===== config.mk =====
export PLATFORM = sky130hd
export DESIGN_NAME = murmur_style_word_hash_core
export DESIGN_NICKNAME = d
export VERILOG_FILES = /design/src/mwh_pkg.sv /design/src/mwh_mix_unit.sv /design/src/mwh_seq.sv /design/src/murmur_style_word_hash_core.sv
export SDC_FILE = /design/constraint.sdc
export NUM_CORES = 1
export LEC_CHECK = 0
export CAP_MARGIN = 15
export CELL_PAD_IN_SITES_DETAIL_PLACEMENT = 0
export CELL_PAD_IN_SITES_GLOBAL_PLACEMENT = 2
export CORE_ASPECT_RATIO = 0.5
export CORE_UTILIZATION = 43
export CTS_CLUSTER_DIAMETER = 40
export DETAILED_ROUTE_END_ITERATION = 12
export DONT_BUFFER_PORTS = 1
export GPL_TIMING_DRIVEN = 0
export PLACE_DENSITY = 0.9
export SLEW_MARGIN = 20
export SYNTH_ARGS = -nofsm -noshare
export SYNTH_HDL_FRONTEND = slang
export SYNTH_SLANG_ARGS = --single-unit
export TNS_END_PERCENT = 1

===== constraint.sdc =====
create_clock -name clk -period 13.25 [get_ports clk]
set_input_delay 0.6625 -clock clk [delete_from_list [all_inputs] [get_ports clk]]
set_output_delay 0.6625 -clock clk [all_outputs]
set_load 0.02 [all_outputs]

===== src/mwh_pkg.sv =====
// Package for the word hash core: constants, shared types and the byte mask function.
// It depends on nothing; every other file in src uses it by scoped names.

package mwh_pkg;

	localparam logic [31:0] HASH_MULT = 32'h7fd6_52ad;
	localparam logic [31:0] HASH_SEED = 32'hdead_beef;

	localparam int WORD_W  = 32;
	localparam int COUNT_W = 3;
	localparam int IN_TDATA_W = 40;

	localparam logic [COUNT_W-1:0] FULL_COUNT = 3'd4;

	typedef enum logic [1:0] {
		PRE_ADD,
		PRE_XS16,
		PRE_XS10,
		PRE_XS17
	} pre_op_t;

	typedef enum logic [2:0] {
		ST_IDLE,
		ST_ADD,
		ST_XS,
		ST_FIN1,
		ST_FIN2,
		ST_FIN3
	} state_t;

	typedef struct packed {
		pre_op_t pre_op;
		logic    mul_en;
	} unit_ctrl_t;

	typedef struct packed {
		unit_ctrl_t unit;
		logic       acc_ld;
		logic       seed_ld;
		logic       out_ld;
	} seq_ctrl_t;

	function automatic logic [WORD_W-1:0] byte_mask(input logic [COUNT_W-1:0] count);
		logic [WORD_W-1:0] mask;
		case (count)
			3'd0:    mask = 32'h0000_0000;
			3'd1:    mask = 32'h0000_00ff;
			3'd2:    mask = 32'h0000_ffff;
			3'd3:    mask = 32'h00ff_ffff;
			default: mask = 32'hffff_ffff;
		endcase
		return mask;
	endfunction

endpackage


===== src/mwh_mix_unit.sv =====
// Shared arithmetic unit: an add or xor-shift on the running hash, then an optional
// multiply by the hash constant. Depends on mwh_pkg.

module mwh_mix_unit (
	input  logic [31:0]              acc,
	input  logic [31:0]              word,
	input  mwh_pkg::unit_ctrl_t      ctrl,
	output logic [31:0]              result
);

	logic [31:0] pre;

	always_comb begin
		case (ctrl.pre_op)
			mwh_pkg::PRE_ADD:  pre = acc + word;
			mwh_pkg::PRE_XS16: pre = acc ^ (acc >> 16);
			mwh_pkg::PRE_XS10: pre = acc ^ (acc >> 10);
			mwh_pkg::PRE_XS17: pre = acc ^ (acc >> 17);
			default:           pre = acc;
		endcase
	end

	assign result = ctrl.mul_en ? (pre * mwh_pkg::HASH_MULT) : pre;

endmodule


===== src/mwh_seq.sv =====
// Sequencer of the word hash core: steps the shared unit through the mix and
// finalization of one item. Depends on mwh_pkg.

module mwh_seq (
	input  logic                 clk,
	input  logic                 arst_n,
	input  logic                 in_fire,
	input  logic                 has_mix,
	input  logic                 fin,
	input  logic                 out_free,
	output logic                 in_ready,
	output mwh_pkg::seq_ctrl_t   ctrl
);

	mwh_pkg::state_t state_q, state_d;

	always_ff @(posedge clk or negedge arst_n) begin
		if (!arst_n) begin
			state_q <= mwh_pkg::ST_IDLE;
		end else begin
			state_q <= state_d;
		end
	end

	always_comb begin
		state_d          = state_q;
		in_ready         = 1'b0;
		ctrl.unit.pre_op = mwh_pkg::PRE_ADD;
		ctrl.unit.mul_en = 1'b0;
		ctrl.acc_ld      = 1'b0;
		ctrl.seed_ld     = 1'b0;
		ctrl.out_ld      = 1'b0;
		case (state_q)
			mwh_pkg::ST_IDLE: begin
				in_ready = 1'b1;
				if (in_fire) begin
					state_d = mwh_pkg::ST_ADD;
				end
			end
			mwh_pkg::ST_ADD: begin
				ctrl.unit.pre_op = mwh_pkg::PRE_ADD;
				ctrl.unit.mul_en = 1'b1;
				ctrl.acc_ld      = 1'b1;
				if (!has_mix) begin
					state_d = mwh_pkg::ST_FIN2;
				end else if (fin) begin
					state_d = mwh_pkg::ST_FIN1;
				end else begin
					state_d = mwh_pkg::ST_XS;
				end
			end
			mwh_pkg::ST_XS: begin
				ctrl.unit.pre_op = mwh_pkg::PRE_XS16;
				ctrl.acc_ld      = 1'b1;
				state_d          = mwh_pkg::ST_IDLE;
			end
			mwh_pkg::ST_FIN1: begin
				ctrl.unit.pre_op = mwh_pkg::PRE_XS16;
				ctrl.unit.mul_en = 1'b1;
				ctrl.acc_ld      = 1'b1;
				state_d          = mwh_pkg::ST_FIN2;
			end
			mwh_pkg::ST_FIN2: begin
				ctrl.unit.pre_op = mwh_pkg::PRE_XS10;
				ctrl.unit.mul_en = 1'b1;
				ctrl.acc_ld      = 1'b1;
				state_d          = mwh_pkg::ST_FIN3;
			end
			mwh_pkg::ST_FIN3: begin
				ctrl.unit.pre_op = mwh_pkg::PRE_XS17;
				if (out_free) begin
					ctrl.out_ld  = 1'b1;
					ctrl.seed_ld = 1'b1;
					state_d      = mwh_pkg::ST_IDLE;
				end
			end
			default: begin
				state_d = mwh_pkg::ST_IDLE;
			end
		endcase
	end

endmodule


===== src/murmur_style_word_hash_core.sv =====
// Top level of the word hash core: input capture, running hash, output register.
// Depends on mwh_pkg, mwh_mix_unit and mwh_seq.
//
// Channel  Direction  Handshake              Contents
// s_axis   in         s_axis_tvalid/tready   word_data, byte_count in tdata; last_word in tlast
// m_axis   out        m_axis_tvalid/tready   hash_value in tdata
//
// After acceptance a full word that does not end the message steps through ST_ADD and ST_XS,
// then the core is back in ST_IDLE to take the next item. A finalizing item steps through
// ST_ADD, ST_FIN1, ST_FIN2 and ST_FIN3 (no ST_FIN1 when its count is zero), and ST_FIN3 waits
// for the output register to free; its result is registered as ST_FIN3 ends, and the core then
// returns to ST_IDLE. The steps share one multiplier, used at most once per cycle.
// Reset loads the seed into the running hash and empties the output register.
// Input is not taken while an item is in progress; a held result stalls only finalization.

module murmur_style_word_hash_core (
	input  logic        clk,
	input  logic        arst_n,
	input  logic        s_axis_tvalid,
	output logic        s_axis_tready,
	input  logic [39:0] s_axis_tdata,  // [31:0] word_data, [34:32] byte_count, [39:35] zero
	input  logic        s_axis_tlast,  // last_word
	output logic        m_axis_tvalid,
	input  logic        m_axis_tready,
	output logic [31:0] m_axis_tdata   // [31:0] hash_value
);

	logic        in_fire;
	logic [31:0] word_data;
	logic [2:0]  byte_count;
	logic [31:0] acc_q;
	logic [31:0] word_q;
	logic        has_mix_q;
	logic        fin_q;
	logic        out_valid_q;
	logic [31:0] out_data_q;
	logic [31:0] unit_result;
	logic        out_free;

	mwh_pkg::seq_ctrl_t ctrl;

	assign word_data  = s_axis_tdata[31:0];
	assign byte_count = s_axis_tdata[34:32];
	assign in_fire    = s_axis_tvalid && s_axis_tready;
	assign out_free   = !out_valid_q || m_axis_tready;

	mwh_seq u_seq (
		.clk      (clk),
		.arst_n   (arst_n),
		.in_fire  (in_fire),
		.has_mix  (has_mix_q),
		.fin      (fin_q),
		.out_free (out_free),
		.in_ready (s_axis_tready),
		.ctrl     (ctrl)
	);

	mwh_mix_unit u_unit (
		.acc    (acc_q),
		.word   (word_q),
		.ctrl   (ctrl.unit),
		.result (unit_result)
	);

	always_ff @(posedge clk) begin
		if (in_fire) begin
			word_q <= word_data & mwh_pkg::byte_mask(byte_count);
		end
		if (ctrl.out_ld) begin
			out_data_q <= unit_result;
		end
	end

	always_ff @(posedge clk or negedge arst_n) begin
		if (!arst_n) begin
			acc_q       <= mwh_pkg::HASH_SEED;
			has_mix_q   <= 1'b0;
			fin_q       <= 1'b0;
			out_valid_q <= 1'b0;
		end else begin
			if (in_fire) begin
				has_mix_q <= (byte_count != 3'd0);
				fin_q     <= s_axis_tlast || (byte_count < mwh_pkg::FULL_COUNT);
			end
			if (ctrl.seed_ld) begin
				acc_q <= mwh_pkg::HASH_SEED;
			end else if (ctrl.acc_ld) begin
				acc_q <= unit_result;
			end
			if (ctrl.out_ld) begin
				out_valid_q <= 1'b1;
			end else if (m_axis_tready) begin
				out_valid_q <= 1'b0;
			end
		end
	end

	assign m_axis_tvalid = out_valid_q;
	assign m_axis_tdata  = out_data_q;

	a_one_item_at_a_time: assert property (@(posedge clk) disable iff (!arst_n)
		in_fire |=> !s_axis_tready)
		else $error("input taken again while an item is in progress");

	a_no_output_overwrite: assert property (@(posedge clk) disable iff (!arst_n)
		ctrl.out_ld |-> (!out_valid_q || m_axis_tready))
		else $error("result loaded over one not yet taken");

	a_seed_after_result: assert property (@(posedge clk) disable iff (!arst_n)
		ctrl.out_ld |=> (acc_q == mwh_pkg::HASH_SEED && out_valid_q))
		else $error("seed not reloaded after a result");

	a_fin_on_short_item: assert property (@(posedge clk) disable iff (!arst_n)
		(in_fire && (byte_count < mwh_pkg::FULL_COUNT)) |=> fin_q)
		else $error("short item not marked for finalization");

endmodule

==> results of run 1 <==
## final cells by class
type / instances / area, sq um / share of cell area, %
inverters: 337 / 1260 / 7.56
repair buffers: 10 / 118 / 0.703
multi-input cells: 1144 / 11400 / 68.0
plain buffers: 42 / 180 / 1.08
clock buffers: 10 / 229 / 1.37
well taps: 475 / 594 / 3.55
clock inverters: 6 / 55.1 / 0.329
flip-flops and latches: 102 / 2900 / 17.4
## per-stage QoR
step / setup WS [ns] / cells / utilization [%]
2_1_floorplan: 3.72 / 1625 / -
3_3_place_gp: 1.98 / 2100 / 46.2
3_5_place_dp: 2.85 / 2109 / 46.7
4_1_cts: 2.82 / 2126 / 47.5
5_1_grt: 2.31 / 2126 / 47.5
6_report: 2.70 / 2126 / 47.5
## repair_timing
action / CTS / global route
resized for setup: 0 / 0
hold buffers: 1 / 0
buffers inserted: 0 / 0
endpoints found under the hold margin: 14 / 0
setup endpoints to repair: 0 / 0
## cells in the final DEF, fill, tap and decap left out, types with 18 or more instances in the layout
| cell | count |
|---|---|
| dfstp_2 | 24 |
| xnor2_1 | 73 |
| nand3_1 | 24 |
| clkbuf_1 | 29 |
| fa_1 | 187 |
| nand2_1 | 103 |
| xor2_1 | 32 |
| o21ai_0 | 44 |
| a21oi_1 | 92 |
| o21ai_1 | 18 |
| a21o_1 | 22 |
| ha_1 | 244 |
| inv_1 | 335 |
| nor2_1 | 65 |
| nor2b_1 | 30 |
| edfxtp_1 | 64 |
## kinds of logic (layout without fill, tap and decap cells)
logic type,count (synthesis),after routing
AO/OA/AOI/OAI,295,295
buffers and inverters,379,405
multiplexers,17,17
XOR/XNOR,111,111
flip-flops,102,102
AND/OR/NAND/NOR,290,290
adder cells (fa/ha/maj),431,431
## sequential cells by signal, indices dropped and copies added, names as in the netlist
| register | cells |
|---|---|
| fin_q | 1 |
| m_axis_tvalid | 1 |
| has_mix_q | 1 |
| acc_q | 32 |
| m_axis_tdata | 32 |
| word_q | 32 |
| u_seq.state_q | 3 |
## cell usage after synthesis (6+ instances only)
library cell  instances  area, sq um
nand2_1             103          387
xor2_1               32          280
mux2i_1              12          120
edfxtp_1             64         1920
nand3_1              24          120
xnor2_1              73          639
ha_1                244         3050
o211ai_1              9         67.6
dfstp_2              24          631
a221o_1               7         70.1
nor2_1               65          244
and2_1               16          100
fa_1                187         3740
o21ai_0              49          245
a31oi_1              10         62.6
o221ai_1              7         61.3
o21bai_1              9         67.6
a221oi_1              8         70.1
inv_1               335         1260
a21oi_1              93          465
a22oi_1               9         67.6
nand2b_1             14         87.6
nor3_1               13         65.1
nor2b_1              30          188
a211oi_1             10         75.1
a21o_1               22          165
dfrtp_1              14          350
buf_2                 6         30.0
o21ai_1              14         70.1
clkbuf_1             30          113
## routing by layer
layer	vias to the layer above	global-route usage, %	routed length [microns]
li1	5425	-	-
met1	5706	37.3	22100
met2	328	38.7	19400
met3	32	2.84	2580
met4	0	3.65	414
met5	-	0	0
## worst max-delay path by stage
stage                     slack, ns      from               end  cells past startpoint
after floorplan                3.72  acc_q[0]  m_axis_tdata[31]                     36
after global placement         1.98  acc_q[0]  m_axis_tdata[31]                     37
after detailed placement       2.85  acc_q[0]  m_axis_tdata[31]                     40
after CTS                      2.82  acc_q[0]  m_axis_tdata[31]                     40
after global routing           2.31  acc_q[0]  m_axis_tdata[31]                     37
final                          2.70  acc_q[0]  m_axis_tdata[31]                     37
==> results.json, run 1 <==
{
  "status": "finished clean",
  "antenna_found_initial": 1,
  "die_x_microns": 272,
  "vias_per_cell": 5.40,
  "hp-class": "input pin to asynchronous set/reset pin",
  "final_nets": 2122,
  "yosysSeqAreaShare_pct": 18.5,
  "cts_root_buf": "clkbuf_16",
  "syn_inst": 1625,
  "synth_area_sq_um": 15700,
  "cts.htree.levels": 3,
  "die_h_microns": 137,
  "hold_violations": 0,
  "grt_pass1_wl_microns": 68400,
  "final_area_sq_um": 16700,
  "synth-simple-area-share_pct": 8.77,
  "ios": 79,
  "port-buffer-count": 0,
  "grt_max_degree": 27,
  "ys_ff_latch": 102,
  "crit_top_cell": "fa_1",
  "synth_compound_area_share_pct": 12.4,
  "rsz0062_at_grt": "no",
  "coreArea_sq_um": 35200,
  "tightest_slew_ns": 1.11,
  "grt_use_total_pct": 24.8,
  "async_reset_ff_share_pct": 37.3,
  "synth-edff-count": 64,
  "synthMuxAreaShare_pct": 1.15,
  "drc": 0,
  "synth_xor_area_share_pct": 6.64,
  "worstPathMaxFanout": 8,
  "fin_skew_ns": 0.0136,
  "drtAntennaViolNets": 0,
  "cts_buffers": 9,
  "synthAdderAreaFrac_pct": 43.4,
  "drt-total-wl_microns": 44500,
  "yosys_most_used_dff": "edfxtp_1",
  "r2r_start": "acc_q[0]",
  "end_kind": "register",
  "synth_nets": 2101,
  "dpl.hpwl_microns": 37500,
  "clk_latency_ns": 0.37,
  "drv_slew": 0,
  "place.gp.congestion": 0.899,
  "crit_arrival_ns": 10.68,
  "worst-setup-path-type": "register to register",
  "syn_to_final_growth_pct": 6.71,
  "die-area_sq_um": 37300,
  "worst_path_largest_cell_delay_ns": 0.91,
  "max_freq_mhz": 94.8,
  "wl_per_cell_microns": 20.9,
  "maxCapViolations": 0,
  "ctsLongestPathBuffers": 2,
  "setup_viol": 0,
  "synth_top_family_by_area": "adder cells",
  "ys_warn_count": 0,
  "holdWs_ns": 0.138,
  "place_area_sq_um": 16400,
  "cts.clk_slew.worst_paths_ns": 0.08,
  "finalSetupTns_ns": 0,
  "fillers": 3424,
  "period_share_pct": 79.6,
  "synthDistinctLibCells": 81,
  "grt-ovfl-total": 0,
  "rr_worst_depth": 37,
  "ff2ff_setup_slack_ns": 2.70,
  "drt_iter0_drc": 890,
  "cp.required_ns": 13.38,
  "fp-row-count": 48,
  "grt_pass1_vias": 11500,
  "fin_crit_ns": 10.55,
  "antenna_cells": 0,
  "critPathBufInv": 6,
  "syn_avg_cell_area_sq_um": 9.64,
  "clock_sinks": 102,
  "tritoncts": "done",
  "critPathTopFamily": "adder cells",
  "slew_headroom_pct": 25.6,
  "num_vias": 11500,
  "start_util_pct": 44.5,
  "layout-drive-gt1-share_pct": 5.63,
  "regToRegEndpoint": "m_axis_tdata[31]",
  "dr.pass1.iters": 7,
  "cp-start-kind": "register",
  "slowest_stage": "a221oi_1"
}
Power of run 1 is left out: the tool's default activity adds up to more than one toggle a clock period on the data nets, which glitch-free logic cannot reach.
==> run 2, diff against run 1 <==
- clock period: 13.25 -> 10.35 ns (I/O delays scaled with it)
==> results.json, run 2 (synthesized netlist as in run 1, its figures left out) <==
{
  "antenna_cells": 0,
  "final_area_sq_um": 17100,
  "slowest_stage": "fa_1",
  "max_freq_mhz": 99.9,
  "coreArea_sq_um": 35200,
  "die-area_sq_um": 37300,
  "grt_pass1_wl_microns": 68600,
  "antenna_found_initial": 1,
  "hold_end": "fin_q",
  "multi_input_area_sq_um": 11600,
  "cts_buffers": 9,
  "hold_violations": 0,
  "wl_per_cell_microns": 21.2,
  "cts_root_buf": "clkbuf_16",
  "place_area_sq_um": 16400,
  "period_share_pct": 96.7,
  "worstPathMaxFanout": 5,
  "hp-class": "input pin to register",
  "ios": 79,
  "clock_sinks": 102,
  "hp-start": "s_axis_tlast",
  "final_nets": 2140,
  "fp-row-count": 48,
  "end_kind": "register",
  "die_h_microns": 137,
  "cp-start-kind": "register",
  "status": "finished clean",
  "ff2ff_setup_slack_ns": 0.34,
  "grt_max_degree": 30,
  "ctsLongestPathBuffers": 2,
  "critPathTopFamily": "adder cells",
  "vias_per_cell": 5.40,
  "clk_latency_ns": 0.37,
  "drc": 0,
  "final_common_cell": "inv_1",
  "grt_use_total_pct": 24.8,
  "dp_cells": 2109,
  "final_cell_mix": "332 x inv_1, 238 x ha_1, 184 x fa_1",
  "holdWs_ns": 0.305,
  "rr_worst_depth": 41,
  "tightest_slew_ns": 1.11,
  "hold_depth": 2,
  "cp.required_ns": 10.48,
  "dpl.hpwl_microns": 37500,
  "r2r_start": "acc_q[0]",
  "cts.clk_slew.worst_paths_ns": 0.08,
  "fillers": 3390,
  "regToRegEndpoint": "m_axis_tdata[31]",
  "port-buffer-count": 0,
  "drv_slew": 0,
  "layout-drive-gt1-share_pct": 8.63,
  "syn_to_final_growth_pct": 9.09,
  "tritoncts": "done",
  "critPathBufInv": 6,
  "grt_pass1_vias": 11500,
  "place.gp.congestion": 0.899,
  "fin_skew_ns": 0.0130,
  "startpoint": "acc_q[0]",
  "regArea_sq_um": 2900,
  "grt-ovfl-total": 0,
  "worst-setup-path-type": "register to register",
  "fin_crit_ns": 10.01,
  "drt-total-wl_microns": 45400,
  "setup_viol": 0,
  "cts.htree.levels": 3,
  "num_vias": 11600,
  "dr.pass1.iters": 5,
  "crit_arrival_ns": 10.14,
  "die_x_microns": 272,
  "drtAntennaViolNets": 0,
  "start_util_pct": 44.5,
  "slew_headroom_pct": 25.7,
  "layoutNonFillerInstCount": 2144,
  "maxCapViolations": 0,
  "drt_iter0_drc": 962,
  "worst_path_largest_cell_delay_ns": 0.59
}
[run 2: stage by stage]
step,util [%],setup slack (ns),setup TNS [ns]
global placement,46.2,-0.922,-4.06
finish,48.6,0.342,0
global route,48.6,-0.0331,-0.0346
floorplan,-,0.822,0
CTS,47.6,0.000163,0
detailed placement,46.7,-0.0457,-0.0457
[run 2: cell type report]
type,instances,area share [%]
inverters,337,7.44
clock buffers,10,1.34
flip-flops and latches,102,17.0
well taps,475,3.48
repair buffers,27,1.60
clock inverters,6,0.322
plain buffers,42,1.05
multi-input cells,1145,67.8
[run 2: worst max path at each step]
stage / endpoint / slack [ns] / cells past startpoint
2_1_floorplan: m_axis_tdata[31] / 0.82 / 36
3_3_place_gp: m_axis_tdata[31] / -0.92 / 37
3_5_place_dp: m_axis_tdata[31] / -0.05 / 40
4_1_cts: m_axis_tdata[31] / 0.0002 / 40
5_1_grt: m_axis_tdata[31] / -0.03 / 40
6_report: m_axis_tdata[31] / 0.34 / 41
[run 2: what timing repair did]
action / in CTS / in global routing
setup buffers: 0 / 16
endpoints found under the setup margin: 2 / 4
hold endpoints to repair: 29 / 0
hold buffers: 2 / 0
pin swaps: 0 / 26
resized for setup: 3 / 37
gates cloned: 0 / 1
[run 2: per-layer routing]
| layer | global-route usage [%] | wire (microns) | share of wire (%) |
|---|---|---|---|
| met1 | 37.3 | 22100 | 49 |
| met2 | 38.9 | 19800 | 44 |
| met3 | 3.00 | 3050 | 6.7 |
| met4 | 3.59 | 433 | 0.95 |
| met5 | 0 | 0 | 0 |
Power of run 2 is left out for the same reason.
